### config.mk
export PLATFORM = sky130hd
export DESIGN_NAME = gtbc_div
export DESIGN_NICKNAME = d
export VERILOG_FILES = /design/src/rtl/gtbc_pkg.sv /design/src/rtl/gtbc_div.sv
export SDC_FILE = /design/constraint.sdc
export NUM_CORES = 2
export LEC_CHECK = 0
export BUFFER_PORTS_ARGS = -buffer_cell sky130_fd_sc_hd__buf_2
export CORE_ASPECT_RATIO = 0.75
export CORE_MARGIN = 2
export CORE_UTILIZATION = 55
export DETAILED_ROUTE_END_ITERATION = 6
export PLACE_DENSITY = 0.75
export RECOVER_POWER = 100
export REMOVE_ABC_BUFFERS = 1
export SLEW_MARGIN = 20
export SYNTH_ARGS = -nofsm -noshare
export SYNTH_HDL_FRONTEND = slang
export SYNTH_MEMORY_MAX_BITS = 65536
export SYNTH_SLANG_ARGS = --single-unit
### constraint.sdc
create_clock -name clk -period 3.5 [get_ports clk]
set_clock_uncertainty 0.15 [all_clocks]
set_input_delay 0.175 -clock clk [delete_from_list [all_inputs] [get_ports clk]]
set_output_delay 0.175 -clock clk [all_outputs]
set_load 0.1 [all_outputs]
### src/rtl/gtbc_pkg.sv
// Package: types and constants of the gyro bias compensator.
`timescale 1ns / 1ps
`default_nettype none
package gtbc_pkg;

  // quotient bits of the confidence divider (max quotient 29491)
  localparam int QW = 15;

  localparam logic [15:0] CONF_ONE       = 16'd65535;
  localparam logic [15:0] CONF_HARD_TOP  = 16'd52428;
  localparam logic [15:0] CONF_FLOOR     = 16'd13107;
  localparam logic [14:0] CONF_SOFT_SPAN = 15'd13107;
  localparam logic [14:0] CONF_HARD_SPAN = 15'd29491;

  localparam logic [2:0] REG_BIAS  = 3'd0;
  localparam logic [2:0] REG_SLOPE = 3'd1;
  localparam logic [2:0] REG_TREF  = 3'd2;
  localparam logic [2:0] REG_TMIN  = 3'd3;
  localparam logic [2:0] REG_TMAX  = 3'd4;
  localparam logic [2:0] REG_SOFT  = 3'd5;
  localparam logic [2:0] REG_HARD  = 3'd6;
  localparam logic [2:0] REG_MODE  = 3'd7;

  // range status of one word
  typedef struct packed {
    logic        has_range;
    logic        oor;
    logic        soft_ex;
    logic        hard_ex;
    logic [16:0] distance;
    logic [15:0] conf_fix;
    logic        use_div;
  } gtbc_rng_t;

  // everything that rides alongside the divider
  typedef struct packed {
    logic [2:0][31:0] corr;
    logic [2:0][31:0] bias;
    gtbc_rng_t        rng;
  } gtbc_side_t;

endpackage
`default_nettype wire

### src/rtl/gtbc_div.sv
// Pipelined restoring divider, one quotient bit per stage, with side data.
`timescale 1ns / 1ps
`default_nettype none
module gtbc_div (
  input  wire logic                   clk,
  input  wire logic                   rst_n,
  input  wire logic                   en,
  input  wire logic                   in_vld,
  input  wire logic [31:0]            in_num,
  input  wire logic [15:0]            in_den,
  input  wire gtbc_pkg::gtbc_side_t   in_side,
  output logic                        out_vld,
  output logic [gtbc_pkg::QW-1:0]     out_quo,
  output gtbc_pkg::gtbc_side_t        out_side
);

  localparam int QW = gtbc_pkg::QW;

  logic                 vld_r  [QW];
  logic [31:0]          rem_r  [QW];
  logic [15:0]          den_r  [QW];
  logic [QW-1:0]        quo_r  [QW];
  gtbc_pkg::gtbc_side_t side_r [QW];

  for (genvar i = 0; i < QW; i++) begin : g_stg
    localparam int BIT = QW - 1 - i;
    logic                 vld_in;
    logic [31:0]          rem_in;
    logic [15:0]          den_in;
    logic [QW-1:0]        quo_in;
    gtbc_pkg::gtbc_side_t side_in;
    logic [31:0]          shd;
    logic                 ge;

    if (i == 0) begin : g_first
      assign vld_in  = in_vld;
      assign rem_in  = in_num;
      assign den_in  = in_den;
      assign quo_in  = '0;
      assign side_in = in_side;
    end else begin : g_next
      assign vld_in  = vld_r[i-1];
      assign rem_in  = rem_r[i-1];
      assign den_in  = den_r[i-1];
      assign quo_in  = quo_r[i-1];
      assign side_in = side_r[i-1];
    end

    assign shd = {16'd0, den_in} << BIT;
    assign ge  = rem_in >= shd;

    always_ff @(posedge clk) begin
      if (!rst_n) begin
        vld_r[i] <= 1'b0;
      end else if (en) begin
        vld_r[i] <= vld_in;
      end
    end

    always_ff @(posedge clk) begin
      if (en) begin
        rem_r[i]  <= ge ? rem_in - shd : rem_in;
        den_r[i]  <= den_in;
        quo_r[i]  <= quo_in | (ge ? ({{(QW-1){1'b0}}, 1'b1} << BIT) : '0);
        side_r[i] <= side_in;
      end
    end
  end

  assign out_vld  = vld_r[QW-1];
  assign out_quo  = quo_r[QW-1];
  assign out_side = side_r[QW-1];

endmodule
`default_nettype wire

# Word level (Yosys, flattened, before mapping)
# Memory sizes are Yosys's and may differ from the RTL's.
# Index checks and enable logic that the tools add are counted.
# Widths: inputs -> output; s select.
[totals]
inputBits = 282
ram_bits = 4410
memories = 5
word_cells = 114
register_bits = 0
[classes]
n_bitwise = 29
n_mux = 50
magnitude_cmp = 15
n_addsub = 15
[mem_list]
columns = ["name", "depth", "width", "read_ports", "rd_ports_with_merged_regs", "write_ports", "line_no", "text"]
rows = [
  ["side_r", 15, 230, 15, 0, 15, "gtbc_div.sv:23", "gtbc_pkg::gtbc_side_t side_r [QW];"],
  ["rem_r", 15, 32, 14, 0, 15, "gtbc_div.sv:20", "logic [31:0] rem_r [QW];"],
  ["den_r", 15, 16, 14, 0, 15, "gtbc_div.sv:21", "logic [15:0] den_r [QW];"],
  ["quo_r", 15, 15, 15, 0, 15, "gtbc_div.sv:22", "logic [QW-1:0] quo_r [QW];"],
  ["vld_r", 15, 1, 15, 0, 15, "gtbc_div.sv:19", "logic vld_r [QW];"],
]
[op_table]
columns = ["operator", "n"]
rows = [
  ["$mux 32", 15],
  ["$ge 32x16->1", 1],
  ["$ge 32x17->1", 1],
  ["$ge 32x18->1", 1],
  ["$ge 32x19->1", 1],
  ["$ge 32x20->1", 1],
  ["$ge 32x21->1", 1],
  ["$ge 32x22->1", 1],
  ["$ge 32x23->1", 1],
  ["$ge 32x24->1", 1],
  ["$ge 32x25->1", 1],
  ["$ge 32x26->1", 1],
  ["$ge 32x27->1", 1],
  ["$ge 32x28->1", 1],
  ["$ge 32x29->1", 1],
  ["$ge 32x30->1", 1],
  ["$sub 32x16->32", 1],
  ["$sub 32x17->32", 1],
  ["$sub 32x18->32", 1],
  ["$sub 32x19->32", 1],
  ["$sub 32x20->32", 1],
  ["$sub 32x21->32", 1],
  ["$sub 32x22->32", 1],
  ["$sub 32x23->32", 1],
  ["37 further kinds", 71],
]

# Depth between registers and ports, before layout
[depth]
word_depth = 4
ltp_mapped = 13
mapped_depth_nobuf = 12

# Worst setup path before layout
# OpenSTA, ideal clock, no wires.
[synth_timing]
path_type = "register to register"
from = "mem rem_r[3][10] (netlist: rem_r[1][42])"
to = "mem rem_r[4][30] (netlist: rem_r[2][30]), data pin"
setup_ns = 0.273
arrival_time_ns = 2.846
path_stages_with_launch = 12
slack_ns = 0.231
period_less_slack_ns = 3.269
cell_sequence = "edfxtp_1 > inv_1 > ha_1 > inv_1 > fa_1 > a211oi_1 > o21bai_1 > a21oi_1 > o21ai_0 > a2111oi_0 > nor4b_1 > xor2_1"
[synth_lines]
columns = ["element", "line_no"]
rows = [
  ["from (decl)", "gtbc_div.sv:20"],
]

==> out/metrics.cfg <==
[setup_path]
worstPathMaxFanout=17
endpoint_kind=register
ff2ff_setup_slack_ps=90
crit_required_ps=4010
crit_type=in -> reg
start_kind=input pin
worstPathArrival_ps=4240

[logic_synthesis]
ys_warn_count=0
synth_edf_count=4256
synth_cells=6929
ys.flop_type=edfxtp_1
synth_area_sq_um=145000
synth.area.mux_share=0.00338
synth_top_area_share=0.881
yosysTopAreaCell=edfxtp_1
synth_compound_area_frac=0.0337
yosysUniqueCellTypes=78
synth_area_leaders=edfxtp_1 88%, ha_1 2.1%, xnor2_1 0.97%, inv_1 0.83%, a21oi_1 0.79%
synth_seq_cells=4257
yosys.area_share.adder=0.0226
synth_area_per_cell_sq_um=20.9
synthXorXnorAreaFrac=0.0170
async_flop_share=0
yosysSeqAreaShare=0.881
yosys.area_share.simple=0.0321
synth_top_family_by_area=compound AO/OA/AOI/OAI gates

[finish]
syn_to_final_growth_pct=17.7
nNetsFinal=9101
final_area_sq_um=171000
fin_cells=12337
drive_above_1_share=0.108

[drt]
vias_per_cell=5.31
post_drt_wl_per_cell_um=21.2
ant_nets=0
drt_wl_total_mm=262
num_vias=65509
dr.first_iter.drc_count=6340
drc=0
firstDrtPassIters=6

[clock_tree]
ctsHtreeMaxLevel=5
clock_path_buffers=4
numCtsBuffers=380
cts-root-buf=clkbuf_16
cts_tree=built
clk_latency_ps=900
clk_pin_slew_ps=80
clock-sinks=4257

[timing]
slew_headroom=-0.750
period_minus_slack_ps=3730
hold_slack_ps=100
max_freq_ghz=0.268
final_max_slew_viol_count=1403
min_period_over_period=1.07
worst_pin_slew_ps=2630
hold_viol=0
setup_viol=12
fin_ws_ps=-231

[floorplanning]
start_util=0.552
die_y_um=449
core_area_sq_um=263000
pin_count=528
die_area_sq_um=268000
core.rowCount=163
die_x_um=597

[worst_hold_path]
hp-class=in -> reg

[grt]
first_global_vias=66599
grt_use_total=0.194
grt_pass1_wl_mm=398
grt_overflow_total=0
grt_max_degree=171
antenna_found_initial=11

[job]
maxCapViolations=21

[power_and_ir_drop]
total_power_mw=119
power.leakage_nw=59.9
vdd_drop_max_uv=558
powerDensity_nw_per_um2=698

[run_status]
violations=max-capacitance violations, max-slew violations, negative setup slack
run_status=complete, but fails checks

[placement]
place_hpwl_mm=138
placedCellCount=11060
dpl-instance-area_sq_um=154000
gp_congestion=0.904
io_buffers=527

## report_power, final
group | switching, mW | internal [mW] | total (mW)
Sequential | 2.40 | 61.6 | 64.0
Combinational | 8.63 | 5.79 | 14.4
Clock | 18.4 | 22.4 | 40.8
## registers in the layout, summed over array words and instances (netlist names)
| name | flops |
|---|---|
| den_r | 224 |
| quo_r | 120 |
| rem_r | 448 |
| side_r | 3450 |
| vld_r | 15 |
## layout make-up
| type | instances | area, sq um |
|---|---|---|
| Antenna cell | 4 | 10.0 |
| Clock buffer | 457 | 9860 |
| Inverter | 319 | 1200 |
| Fill cell | 16830 | 91900 |
| Tap cell | 3465 | 4340 |
| Timing Repair Buffer | 1322 | 9520 |
| Clock inverter | 228 | 2060 |
| Sequential cell | 4257 | 128000 |
| Multi-Input combinational cell | 2285 | 16000 |
## cell usage in the layout (no fill, tap or decap), drive strengths merged, types with 14 or more instances in the layout
cell type,n
a211oi,25
a21o,87
a21oi,228
a31oi,20
and2,15
and3,27
buf,290
bufinv,29
clkbuf,902
clkinv,171
dlygate4sd3,586
edfxtp,4256
fa,14
ha,240
inv,336
mux2,39
nand2,259
nand2b,42
nand3,57
nand3b,14
nand4,43
nor2,200
nor2b,30
nor3,72
nor4,46
nor4b,15
o21a,36
o21ai,224
o21bai,15
o31ai,27
or2,17
or3,19
or4,19
xnor2,161
xor2,121
## cells by family after synthesis
group                    Yosys count
AND/OR/NAND/NOR                  921
flip-flops                      4257
buffers and inverters            387
XOR/XNOR                         282
AO/OA/AOI/OAI                    785
adder cells (fa/ha/maj)          254
multiplexers                      43
## synthesized netlist by cell type, drive strengths merged (17+ instances only)
library cell,n
a211oi,25
a21o,87
a21oi,228
a31oi,20
and3,27
clkbuf,63
edfxtp,4256
ha,240
inv,319
mux2,39
nand2,259
nand2b,42
nand3,57
nand4,43
nor2,200
nor2b,30
nor3,72
nor4,46
o21a,36
o21ai,224
o31ai,27
or2,17
or3,19
or4,19
xnor2,161
xor2,121
## layer usage
metal | track usage | routed length, um | share of wire
met5 | 0 | 13 | 0.000050
met4 | 0.0609 | 8590 | 0.033
met3 | 0.0300 | 14700 | 0.056
met2 | 0.321 | 129000 | 0.49
met1 | 0.267 | 110000 | 0.42
## per-stage QoR
step	TNS (ps)	utilization	worst slack, ps
after global routing	-1900	0.650	-255
after detailed placement	-1790	0.586	-194
after CTS	0	0.654	16.8
final	-1460	0.650	-231
after global placement	-1830	0.586	-241
after floorplan	-23170	-	-803
## path summary, 6_finish.rpt
| kind | startpoint | endpoint | depth (start not counted) |
|---|---|---|---|
| worst max register to register | den_r[0][4] | rem_r[0][46] | 10 |
| worst min register to register | side_r[2][223] | side_r[2][453] | 0 |
| worst min-delay path | in_num[30] | rem_r[0][30] | 3 |
| worst max-delay path | in_den[0] | rem_r[0][19] | 13 |
## critical path, cell delays in order
cell	delay, ps
dlygate4sd3_1	550
buf_2	160
ha_1	430
nor4bb_4	430
a41oi_1	180
o211a_1	320
nor4_4	290
o21ai_2	110
buf_6	170
nand2_1	80
dlygate4sd3_1	590
o21ai_0	150
dlygate4sd3_1	590
## timing repair
action                     4_1_cts  5_1_grt
hold endpoints to repair       796        0
gates cloned                     0        1
pin swaps                        0        5
setup buffers                    0        1
resized for setup                2       32
hold buffers                   586        0
setup endpoints to repair       20       78
Note: power is estimated with default switching activity, not from simulation.
